`config.mk`:
```
export PLATFORM = sky130hd
export DESIGN_NAME = prime_factorization_trial_division
export DESIGN_NICKNAME = d
export VERILOG_FILES = /design/src/hw/rtl/pft_pkg.sv /design/src/hw/rtl/pft_ctrl.sv /design/src/hw/rtl/pft_dp.sv /design/src/hw/rtl/prime_factorization_trial_division.sv
export SDC_FILE = /design/constraint.sdc
export NUM_CORES = 1
export LEC_CHECK = 0
export BUFFER_PORTS_ARGS = -buffer_cell sky130_fd_sc_hd__clkbuf_2
export CAP_MARGIN = 20
export CORE_UTILIZATION = 40
export CTS_BUF_LIST = sky130_fd_sc_hd__clkbuf_16
export DETAILED_ROUTE_END_ITERATION = 10
export PLACE_DENSITY = 0.63
export REMOVE_ABC_BUFFERS = 1
export SYNTH_ARGS = -nofsm -noshare
export SYNTH_HDL_FRONTEND = slang
export SYNTH_SLANG_ARGS = --single-unit
```
`constraint.sdc`:
```
create_clock -name aclk -period 12.32 [get_ports aclk]
set_clock_uncertainty 0.15 [all_clocks]
set_input_delay 1.848 -clock aclk [delete_from_list [all_inputs] [get_ports aclk]]
set_output_delay 1.848 -clock aclk [all_outputs]
set_load 0.01 [all_outputs]
```
`src/hw/rtl/pft_pkg.sv`:
```
// Shared types and constants for the trial-division prime factorizer.
package pft_pkg;

    // Width of the factor field on the result channel.
    localparam int FACTOR_W = 32;

    // Most results one input can produce.
    localparam int MAX_RESULTS = 32;

    // Width of the result counter.
    localparam int K_W = $clog2(MAX_RESULTS);

    // Controller states.
    typedef enum logic [3:0] {
        ST_IDLE,
        ST_NONE,
        ST_SQ,
        ST_CMP,
        ST_REDIV,
        ST_DIV,
        ST_CHECK,
        ST_EMIT_D,
        ST_EMIT_LIMIT,
        ST_EMIT_ONE,
        ST_EMIT_REST
    } state_t;

    // Source of the factor field when a result is loaded.
    typedef enum logic [1:0] {
        OSEL_NONE,
        OSEL_DIV,
        OSEL_ONE,
        OSEL_REST
    } out_sel_t;

    // Commands from the controller to the datapath.
    typedef struct packed {
        logic     load;
        logic     sq_load;
        logic     div_start;
        logic     div_step;
        logic     take_quot;
        logic     inc_d;
        logic     out_load;
        out_sel_t out_sel;
        logic     out_last;
    } cmd_t;

    // Status from the datapath to the controller.
    typedef struct packed {
        logic in_small;
        logic sq_le;
        logic div_done;
        logic rem_zero;
        logic quo_one;
        logic k_full;
        logic found;
        logic out_free;
    } status_t;

endpackage

```
`src/hw/rtl/pft_ctrl.sv`:
```
// Controller state machine that sequences the trial-division datapath.
module pft_ctrl (
    input  logic              aclk,
    input  logic              aresetn,
    input  logic              s_valid,
    output logic              s_ready,
    input  pft_pkg::status_t  status,
    output pft_pkg::cmd_t     cmd
);

    pft_pkg::state_t state_reg;
    pft_pkg::state_t state_next;

    // State register.
    always_ff @(posedge aclk) begin
        if (!aresetn) begin
            state_reg <= pft_pkg::ST_IDLE;
        end else begin
            state_reg <= state_next;
        end
    end

    // Next-state logic.
    always_comb begin
        state_next = state_reg;
        unique case (state_reg)
            pft_pkg::ST_IDLE: begin
                if (s_valid) begin
                    state_next = status.in_small ? pft_pkg::ST_NONE : pft_pkg::ST_SQ;
                end
            end
            pft_pkg::ST_NONE: begin
                if (status.out_free) begin
                    state_next = pft_pkg::ST_IDLE;
                end
            end
            pft_pkg::ST_SQ: begin
                state_next = pft_pkg::ST_CMP;
            end
            pft_pkg::ST_CMP: begin
                // Past the square root: what is left decides the final results.
                if (status.sq_le) begin
                    state_next = pft_pkg::ST_DIV;
                end else if (status.found) begin
                    state_next = pft_pkg::ST_EMIT_REST;
                end else begin
                    state_next = pft_pkg::ST_EMIT_ONE;
                end
            end
            pft_pkg::ST_REDIV: begin
                state_next = pft_pkg::ST_DIV;
            end
            pft_pkg::ST_DIV: begin
                if (status.div_done) begin
                    state_next = pft_pkg::ST_CHECK;
                end
            end
            pft_pkg::ST_CHECK: begin
                if (!status.rem_zero) begin
                    state_next = pft_pkg::ST_SQ;
                end else if (status.k_full) begin
                    state_next = pft_pkg::ST_EMIT_LIMIT;
                end else begin
                    state_next = pft_pkg::ST_EMIT_D;
                end
            end
            pft_pkg::ST_EMIT_D: begin
                // A quotient of one means the number is fully factored.
                if (status.out_free) begin
                    state_next = status.quo_one ? pft_pkg::ST_IDLE : pft_pkg::ST_REDIV;
                end
            end
            pft_pkg::ST_EMIT_LIMIT: begin
                if (status.out_free) begin
                    state_next = pft_pkg::ST_IDLE;
                end
            end
            pft_pkg::ST_EMIT_ONE: begin
                if (status.out_free) begin
                    state_next = pft_pkg::ST_EMIT_REST;
                end
            end
            pft_pkg::ST_EMIT_REST: begin
                if (status.out_free) begin
                    state_next = pft_pkg::ST_IDLE;
                end
            end
            default: begin
                state_next = pft_pkg::ST_IDLE;
            end
        endcase
    end

    // Output logic.
    always_comb begin
        s_ready       = 1'b0;
        cmd.load      = 1'b0;
        cmd.sq_load   = 1'b0;
        cmd.div_start = 1'b0;
        cmd.div_step  = 1'b0;
        cmd.take_quot = 1'b0;
        cmd.inc_d     = 1'b0;
        cmd.out_load  = 1'b0;
        cmd.out_sel   = pft_pkg::OSEL_NONE;
        cmd.out_last  = 1'b0;
        unique case (state_reg)
            pft_pkg::ST_IDLE: begin
                s_ready  = 1'b1;
                cmd.load = s_valid;
            end
            pft_pkg::ST_NONE: begin
                cmd.out_load = status.out_free;
                cmd.out_sel  = pft_pkg::OSEL_NONE;
                cmd.out_last = 1'b1;
            end
            pft_pkg::ST_SQ: begin
                cmd.sq_load = 1'b1;
            end
            pft_pkg::ST_CMP: begin
                cmd.div_start = status.sq_le;
            end
            pft_pkg::ST_REDIV: begin
                cmd.div_start = 1'b1;
            end
            pft_pkg::ST_DIV: begin
                cmd.div_step = 1'b1;
            end
            pft_pkg::ST_CHECK: begin
                cmd.inc_d = !status.rem_zero;
            end
            pft_pkg::ST_EMIT_D: begin
                cmd.out_load  = status.out_free;
                cmd.take_quot = status.out_free;
                cmd.out_sel   = pft_pkg::OSEL_DIV;
                cmd.out_last  = status.quo_one;
            end
            pft_pkg::ST_EMIT_LIMIT: begin
                cmd.out_load = status.out_free;
                cmd.out_sel  = pft_pkg::OSEL_REST;
                cmd.out_last = 1'b1;
            end
            pft_pkg::ST_EMIT_ONE: begin
                cmd.out_load = status.out_free;
                cmd.out_sel  = pft_pkg::OSEL_ONE;
                cmd.out_last = 1'b0;
            end
            pft_pkg::ST_EMIT_REST: begin
                cmd.out_load = status.out_free;
                cmd.out_sel  = pft_pkg::OSEL_REST;
                cmd.out_last = 1'b1;
            end
            default: begin
                s_ready = 1'b0;
            end
        endcase
    end

endmodule

```
`src/hw/rtl/pft_dp.sv`:
```
// Datapath: cofactor, trial divisor, squarer, bit-serial divider and output register.
module pft_dp #(
    parameter int VALUE_WIDTH = 32
) (
    input  logic                              aclk,
    input  logic                              aresetn,
    input  pft_pkg::cmd_t                     cmd,
    output pft_pkg::status_t                  status,
    input  logic [VALUE_WIDTH-1:0]            s_value,
    input  logic                              m_ready,
    output logic                              m_valid,
    output logic [pft_pkg::FACTOR_W-1:0]      m_factor,
    output logic                              m_last,
    output logic                              m_no_factors
);

    localparam int DW = (VALUE_WIDTH + 1) / 2 + 1;
    localparam int SW = 2 * DW;
    localparam int CW = $clog2(VALUE_WIDTH);
    localparam int FW = pft_pkg::FACTOR_W;
    localparam int KW = pft_pkg::K_W;

    logic [VALUE_WIDTH-1:0] c_reg;
    logic [DW-1:0]          d_reg;
    logic [SW-1:0]          sq_reg;
    logic [DW-1:0]          rem_reg;
    logic [VALUE_WIDTH-1:0] quo_reg;
    logic [CW-1:0]          cnt_reg;
    logic [KW-1:0]          k_reg;
    logic                   found_reg;
    logic                   m_valid_reg;
    logic [FW-1:0]          factor_reg;
    logic                   last_reg;
    logic                   nf_reg;

    logic [DW:0]            trial;
    logic [DW:0]            diff;
    logic                   no_borrow;

    // Cofactor, trial divisor and result count.
    always_ff @(posedge aclk) begin
        if (!aresetn) begin
            c_reg     <= '0;
            d_reg     <= DW'(2);
            k_reg     <= '0;
            found_reg <= 1'b0;
        end else if (cmd.load) begin
            c_reg     <= s_value;
            d_reg     <= DW'(2);
            k_reg     <= '0;
            found_reg <= 1'b0;
        end else begin
            if (cmd.inc_d) begin
                d_reg <= d_reg + 1'b1;
            end
            if (cmd.take_quot) begin
                c_reg     <= quo_reg;
                k_reg     <= k_reg + 1'b1;
                found_reg <= 1'b1;
            end
        end
    end

    // Square of the trial divisor, compared against the cofactor next cycle.
    always_ff @(posedge aclk) begin
        if (cmd.sq_load) begin
            sq_reg <= SW'(d_reg) * SW'(d_reg);
        end
    end

    // One restoring-division step: shift in a cofactor bit, subtract if it fits.
    assign trial     = {rem_reg, quo_reg[VALUE_WIDTH-1]};
    assign diff      = trial - {1'b0, d_reg};
    assign no_borrow = !diff[DW];

    always_ff @(posedge aclk) begin
        if (!aresetn) begin
            cnt_reg <= '0;
        end else if (cmd.div_start) begin
            rem_reg <= '0;
            quo_reg <= c_reg;
            cnt_reg <= '0;
        end else if (cmd.div_step) begin
            rem_reg <= no_borrow ? diff[DW-1:0] : trial[DW-1:0];
            quo_reg <= {quo_reg[VALUE_WIDTH-2:0], no_borrow};
            cnt_reg <= cnt_reg + 1'b1;
        end
    end

    // Output register; it frees as soon as the current beat is taken.
    always_ff @(posedge aclk) begin
        if (!aresetn) begin
            m_valid_reg <= 1'b0;
        end else if (cmd.out_load) begin
            m_valid_reg <= 1'b1;
        end else if (m_ready) begin
            m_valid_reg <= 1'b0;
        end
    end

    always_ff @(posedge aclk) begin
        if (cmd.out_load) begin
            last_reg <= cmd.out_last;
            unique case (cmd.out_sel)
                pft_pkg::OSEL_NONE: begin
                    factor_reg <= '0;
                    nf_reg     <= 1'b1;
                end
                pft_pkg::OSEL_DIV: begin
                    factor_reg <= FW'(d_reg);
                    nf_reg     <= 1'b0;
                end
                pft_pkg::OSEL_ONE: begin
                    factor_reg <= FW'(1);
                    nf_reg     <= 1'b0;
                end
                pft_pkg::OSEL_REST: begin
                    factor_reg <= FW'(c_reg);
                    nf_reg     <= 1'b0;
                end
                default: begin
                    factor_reg <= '0;
                    nf_reg     <= 1'b0;
                end
            endcase
        end
    end

    // Status back to the controller.
    assign status.in_small = s_value < VALUE_WIDTH'(2);
    assign status.sq_le    = sq_reg <= SW'(c_reg);
    assign status.div_done = cnt_reg == CW'(VALUE_WIDTH - 1);
    assign status.rem_zero = rem_reg == '0;
    assign status.quo_one  = quo_reg == VALUE_WIDTH'(1);
    assign status.k_full   = k_reg == KW'(pft_pkg::MAX_RESULTS - 1);
    assign status.found    = found_reg;
    assign status.out_free = !m_valid_reg || m_ready;

    assign m_valid      = m_valid_reg;
    assign m_factor     = factor_reg;
    assign m_last       = last_reg;
    assign m_no_factors = nf_reg;

endmodule

```
`src/hw/rtl/prime_factorization_trial_division.sv`:
```
// Top level of the trial-division prime factorizer.
// Each trial divisor passes through square, compare, bit-serial remainder and check;
// each further division by a divisor that divides passes through emit, restart, remainder
// and check, plus any wait on the output handshake.
// A 32-bit prime takes about 65535 divisors; inputs 0 and 1 give the no-factors beat.
// One number is factored at a time; the next is taken once the final result is loaded.
// Reset (aresetn low, synchronous) empties the output register and returns to idle.
module prime_factorization_trial_division #(
    parameter int VALUE_WIDTH = 32
) (
    input  logic                          aclk,
    input  logic                          aresetn,
    input  logic                          s_valid,
    output logic                          s_ready,
    input  logic [VALUE_WIDTH-1:0]        s_value,
    output logic                          m_valid,
    input  logic                          m_ready,
    output logic [pft_pkg::FACTOR_W-1:0]  m_factor,
    output logic                          m_last,
    output logic                          m_no_factors
);

    pft_pkg::cmd_t    cmd;
    pft_pkg::status_t status;

    pft_ctrl u_ctrl (
        .aclk    (aclk),
        .aresetn (aresetn),
        .s_valid (s_valid),
        .s_ready (s_ready),
        .status  (status),
        .cmd     (cmd)
    );

    pft_dp #(
        .VALUE_WIDTH (VALUE_WIDTH)
    ) u_dp (
        .aclk         (aclk),
        .aresetn      (aresetn),
        .cmd          (cmd),
        .status       (status),
        .s_value      (s_value),
        .m_ready      (m_ready),
        .m_valid      (m_valid),
        .m_factor     (m_factor),
        .m_last       (m_last),
        .m_no_factors (m_no_factors)
    );

endmodule

```
* Word-level counts from Yosys, hierarchy flattened
Index checks and enable logic that the tools add are counted.
** Word-level totals
- Register bits after elaboration :: 182
- Bits in latches :: 0
- Memory bits (writable) :: 0
- ROM bits :: 0
- Input port bits :: 36
- Output and inout bits :: 36
- Logic and storage cells :: 89
- Memories kept :: 0
** Cells by class
- Add/sub/neg operators :: 4
- $mul :: 1
- Div/mod/pow operators :: 0
- Magnitude comparators :: 2
- Equal/unequal tests :: 21
- Shifts and indexed selects :: 0
- Multiplexer cells :: 30
- Bitwise operators :: 1
- Reduce and logical (&&, ||, !) cells :: 17
** Operators by type and width (count)
- $mux 32 :: 4
- $pmux 32 s4 :: 1
- $pmux 4 s9 :: 1
- $le 34x32->1 :: 1
- $mul 17x17->34 :: 1
- $mux 17 :: 2
- $eq 32x1->1 const B :: 1
- $lt 32x2->1 const B :: 1
- $mux 4 :: 8
- $sub 18x17->18 :: 1
- $add 17x1->17 const B :: 1
- $logic_not 17->1 :: 1
- $eq 4x3->1 const B :: 4
- $pmux 4 s4 :: 1
- $eq 4x4->1 const B :: 3
- $add 5x1->5 const B :: 2
- $eq 5x5->1 const B :: 2
- $eq 4x2->1 const B :: 2
- $mux 1 :: 8
- $ne 2x1->1 const B :: 3
- $reduce_bool 2->1 :: 3
- $reduce_or 2->1 :: 3
- $reduce_or 3->1 :: 2
- $reduce_and 5->1 :: 1
- other kinds (13) :: 19

* Logic depth before layout (Yosys ltp)
- Depth in word-level cells :: 6
- Gate-level depth with buffers :: 27
- Depth with buffers taken out :: 24

* By module
A second synthesis with hierarchy kept.
** Second synthesis, totals
- Cells, all modules :: 1856
- Area, all modules :: 17873.4 um^2
** By module, submodules not included
- pft_dp :: instances 1, cells each 1781, area an instance 17304.1 um^2, sequential area each 4704.5 um^2
- pft_ctrl :: instances 1, cells each 75, area an instance 569.3 um^2, sequential area each 80.1 um^2

* Least setup slack after synthesis
OpenSTA, ideal clock, no wires.
- Kind :: register to register
- Start :: reg u_dp.d_reg[1]
- End :: reg u_dp.sq_reg[32], data pin
- Setup time :: 0.266 ns
- Arrival time :: 6.212 ns
- Required time :: 11.904 ns
- Slack :: 5.692 ns
- Stages on the path, launching flop included :: 22
- Path buffers :: 2
- Period minus slack after synthesis :: 6.628 ns
- Cells stage by stage :: dfxtp_1 clkbuf_1 clkinv_1 nor2_1 fa_1 fa_1 fa_1 fa_1 fa_1 inv_1 fa_1 inv_1 ha_1 clkbuf_1 and4_1 and3_1 and3_1 a21oi_1 a31oi_1 a31o_2 o41ai_1 xnor2_1
** Between the ends
- Longest elaborated chain between the ends :: 1
** RTL lines
- start, declared :: line pft_dp.sv:24 : logic [DW-1:0] d_reg;
- start signal, assigned :: line pft_dp.sv:54 : d_reg <= d_reg + 1'b1;
- $mul 17x17->34 :: line pft_dp.sv:67 : sq_reg <= SW'(d_reg) * SW'(d_reg);
- end signal, assigned :: line pft_dp.sv:67
- end, declared :: line pft_dp.sv:25 : logic [SW-1:0] sq_reg;
Every way passes these cells.
A chain may end at the register's enable or synchronous reset.

* Final worst setup path
- Start :: reg u_dp.d_reg[8]
- End :: reg u_dp.sq_reg[32], data pin
Same word-level chain as after synthesis.

==> impl_metrics.json <==
{
  "grt_pass1_vias": 13461,
  "die-area_sq_mm": 0.0440,
  "end_kind": "flip-flop",
  "synth_ff_type": "edfxtp_1",
  "antenna_found_initial": 1,
  "synth_edf_count": 116,
  "clock-sinks": 181,
  "postSynthCellCount": 1822,
  "grt_max_degree": 69,
  "yosysSeqAreaShare_pct": 27.7,
  "drive_gt1_share_pct": 7.35,
  "ir_drop_v": 0.000119,
  "drv_slew": 0,
  "h-tree-depth": 4,
  "port_buffers": 71,
  "wl_um": 44000,
  "intPower_uw": 1220,
  "cts_buffers": 17,
  "cp_common_cell": "fa_1",
  "post_cts.repair.setup_buffers": 0,
  "powerDensity_mw_per_mm2": 98.2,
  "clk_pin_slew_ns": 0.09,
  "netSwitchingFraction_pct": 33.3,
  "worst_setup_path_start_kind": "flip-flop",
  "yosysMostFrequentCell": "inv_1",
  "period_needed_ns": 7.83,
  "finalCritPeriodShare_pct": 63.5,
  "die_h_um": 210,
  "clock_latency_ns": 0.45,
  "crit_chain": "clkinv_1 -> nor2_1 -> ha_1 -> xnor2_1 -> fa_1 -> fa_1 -> fa_1 -> fa_1 -> inv_1 -> fa_1 -> inv_1 -> ha_1 -> and4_1 -> and3_1 -> and3_1 -> a21oi_1 -> a31oi_1 -> a31o_2 -> o41ai_1 -> xnor2_1",
  "synth.top_cells.by_count": "317 x inv_1, 198 x nand2_1, 195 x fa_1, 163 x ha_1, 163 x nor2_1",
  "whs_ns": 0.353,
  "hold_class": "flip-flop to flip-flop",
  "async_flop_share_pct": 0,
  "wl_per_cell_um": 18.3,
  "cp_max_fo": 14,
  "dp_hpwl_um": 34400,
  "vias": 12944,
  "arrival_ns": 7.85,
  "start_util_pct": 40.9,
  "syn_area_per_cell_sq_um": 9.48,
  "setup_violations": 0,
  "path_delay_family": "adder cells",
  "syn_area_sq_mm": 0.0173,
  "power_frac_seq_pct": 44.5,
  "post_cts_resized": 0,
  "ys_types": 68,
  "via_per_inst": 5.39,
  "synth.area.top_cells": "fa_1 23%, edfxtp_1 20%, ha_1 12%",
  "drtIter0Drc": 1023,
  "remaining_drc_errors": 0,
  "status": "completed",
  "grt_use_total_pct": 20.8,
  "cts_tree": "done",
  "cp.required_ns": 12.34,
  "drv_cap": 0,
  "place_congestion": 0.889,
  "n_antenna_cell": 0,
  "synth.top_cell.area_share_pct": 22.6,
  "pwr-share-clk_pct": 29.1,
  "seq_area_sq_mm": 0.00478,
  "first_pass_iters": 8,
  "power_frac_comb_pct": 26.4,
  "cts_hold_buffers": 0,
  "die_x_um": 210,
  "critPathMaxStageDelay_ns": 0.84,
  "finalHoldViolations": 0,
  "area_growth_syn_to_layout_pct": 8.22,
  "rows": 75,
  "crit_slowest_cell": "dfxtp_1",
  "largest_reg_flops": 33,
  "final_antenna_net_count": 0,
  "finalSetupTns_ns": 0,
  "maxSlewHeadroom_pct": 31.1,
  "ios": 72,
  "grt_pass1_wl_um": 71200,
  "overflow": 0,
  "path_class": "flip-flop to flip-flop",
  "p_leak_uw": 0.00901,
  "clockBufferDepth": 2,
  "worst_pin_slew_ns": 1.03,
  "synth-warning-count": 0,
  "maxClockFrequency_mhz": 128,
  "yosysTopAreaCell": "fa_1",
  "multiInputGateArea_sq_mm": 0.0110,
  "p_sw_uw": 612,
  "synth-seq-cells": 181,
  "core_sq_mm": 0.0422,
  "cp_num_buf_inv": 3,
  "fillers": 4013,
  "nets": 2245,
  "rsz0062_at_grt": "no",
  "cts-root-buf": "clkbuf_16"
}
## layout by cell type, fill, tap and decap left out, types with 8 or more instances in the layout
master	instances
xnor2_1	54
mux2i_1	21
nand4_1	14
nor3_1	30
nor2b_1	15
a21oi_1	46
o21a_1	9
a21o_1	25
dfxtp_1	65
nand3_1	20
ha_1	163
o211ai_1	34
nand2_1	197
clkbuf_2	71
buf_4	12
o21ai_0	76
xor2_1	15
nor4_1	24
clkinv_1	8
nor2_1	161
and3_1	14
o211a_1	33
clkbuf_16	17
fa_1	195
a211oi_1	10
inv_1	319
edfxtp_1	116
## path summary, 6_finish.rpt
path / slack, ns / start / cells after the start / to
min reg2reg: 0.35 / u_dp.cnt_reg[4]$_SDFFE_PP0P_ / 2 / u_dp.cnt_reg[4]$_SDFFE_PP0P_
max reg2reg: 4.49 / u_dp.d_reg[8]$_SDFFE_PP0P_ / 20 / u_dp.sq_reg[32]$_DFFE_PP_
max: 4.49 / u_dp.d_reg[8]$_SDFFE_PP0P_ / 20 / u_dp.sq_reg[32]$_DFFE_PP_
min: 0.35 / u_dp.cnt_reg[4]$_SDFFE_PP0P_ / 2 / u_dp.cnt_reg[4]$_SDFFE_PP0P_
## metrics by stage
stage | cells | setup WS (ns) | total power [uW] | area (sq um) | util [%]
4_1_cts | 2402 | 4.59 | 1840 | 18700 | 44.2
3_3_place_gp | 2370 | 4.73 | 1300 | 18100 | 42.9
6_report | 2403 | 4.49 | 1840 | 18700 | 44.3
5_1_grt | 2403 | 4.23 | 1930 | 18700 | 44.3
2_1_floorplan | 1748 | 5.82 | 1140 | 17000 | -
3_5_place_dp | 2370 | 4.62 | 1310 | 18100 | 42.9
## kinds of logic after synthesis
family / count (synthesis) / share of synthesized area (%)
AOI/OAI and AO/OA: 282 / 11.2
and+or+nand+nor: 511 / 13.1
adders and majority gates: 358 / 34.4
buffers and inverters: 399 / 8.87
DFF: 181 / 27.7
muxes: 22 / 1.28
xor gates and xnor gates: 69 / 3.50
## tightest hold or removal path, delay by kind of cell (launching register included)
kind             cells  cell delay (ns)
and+or+nand+nor      1             0.07
muxes                1             0.07
DFF                  1             0.33
## power by group through the flow
stage	combinational [uW]	clock, uW	sequential (uW)
6_report	484	535	817
5_1_grt	542	561	827
4_1_cts	484	542	817
3_5_place_dp	482	0	830
3_3_place_gp	470	0	829
2_1_floorplan	293	0	844
## per-layer routing
layer / share of wire [%] / GRT usage (%)
met5: 0 / 0
met4: 1.9 / 5.99
met3: 5.9 / 3.55
met2: 49 / 35.5
met1: 43 / 26.9
## cell type report
type	count	area share, %
tap	539	3.61
timing repair buffer	84	2.53
inverter	325	6.53
multi-input combinational	1242	58.8
clock inverter	15	0.683
sequential	181	25.6
clock buffer	17	2.28
No activity file was read; power rests on OpenSTA's default activity.
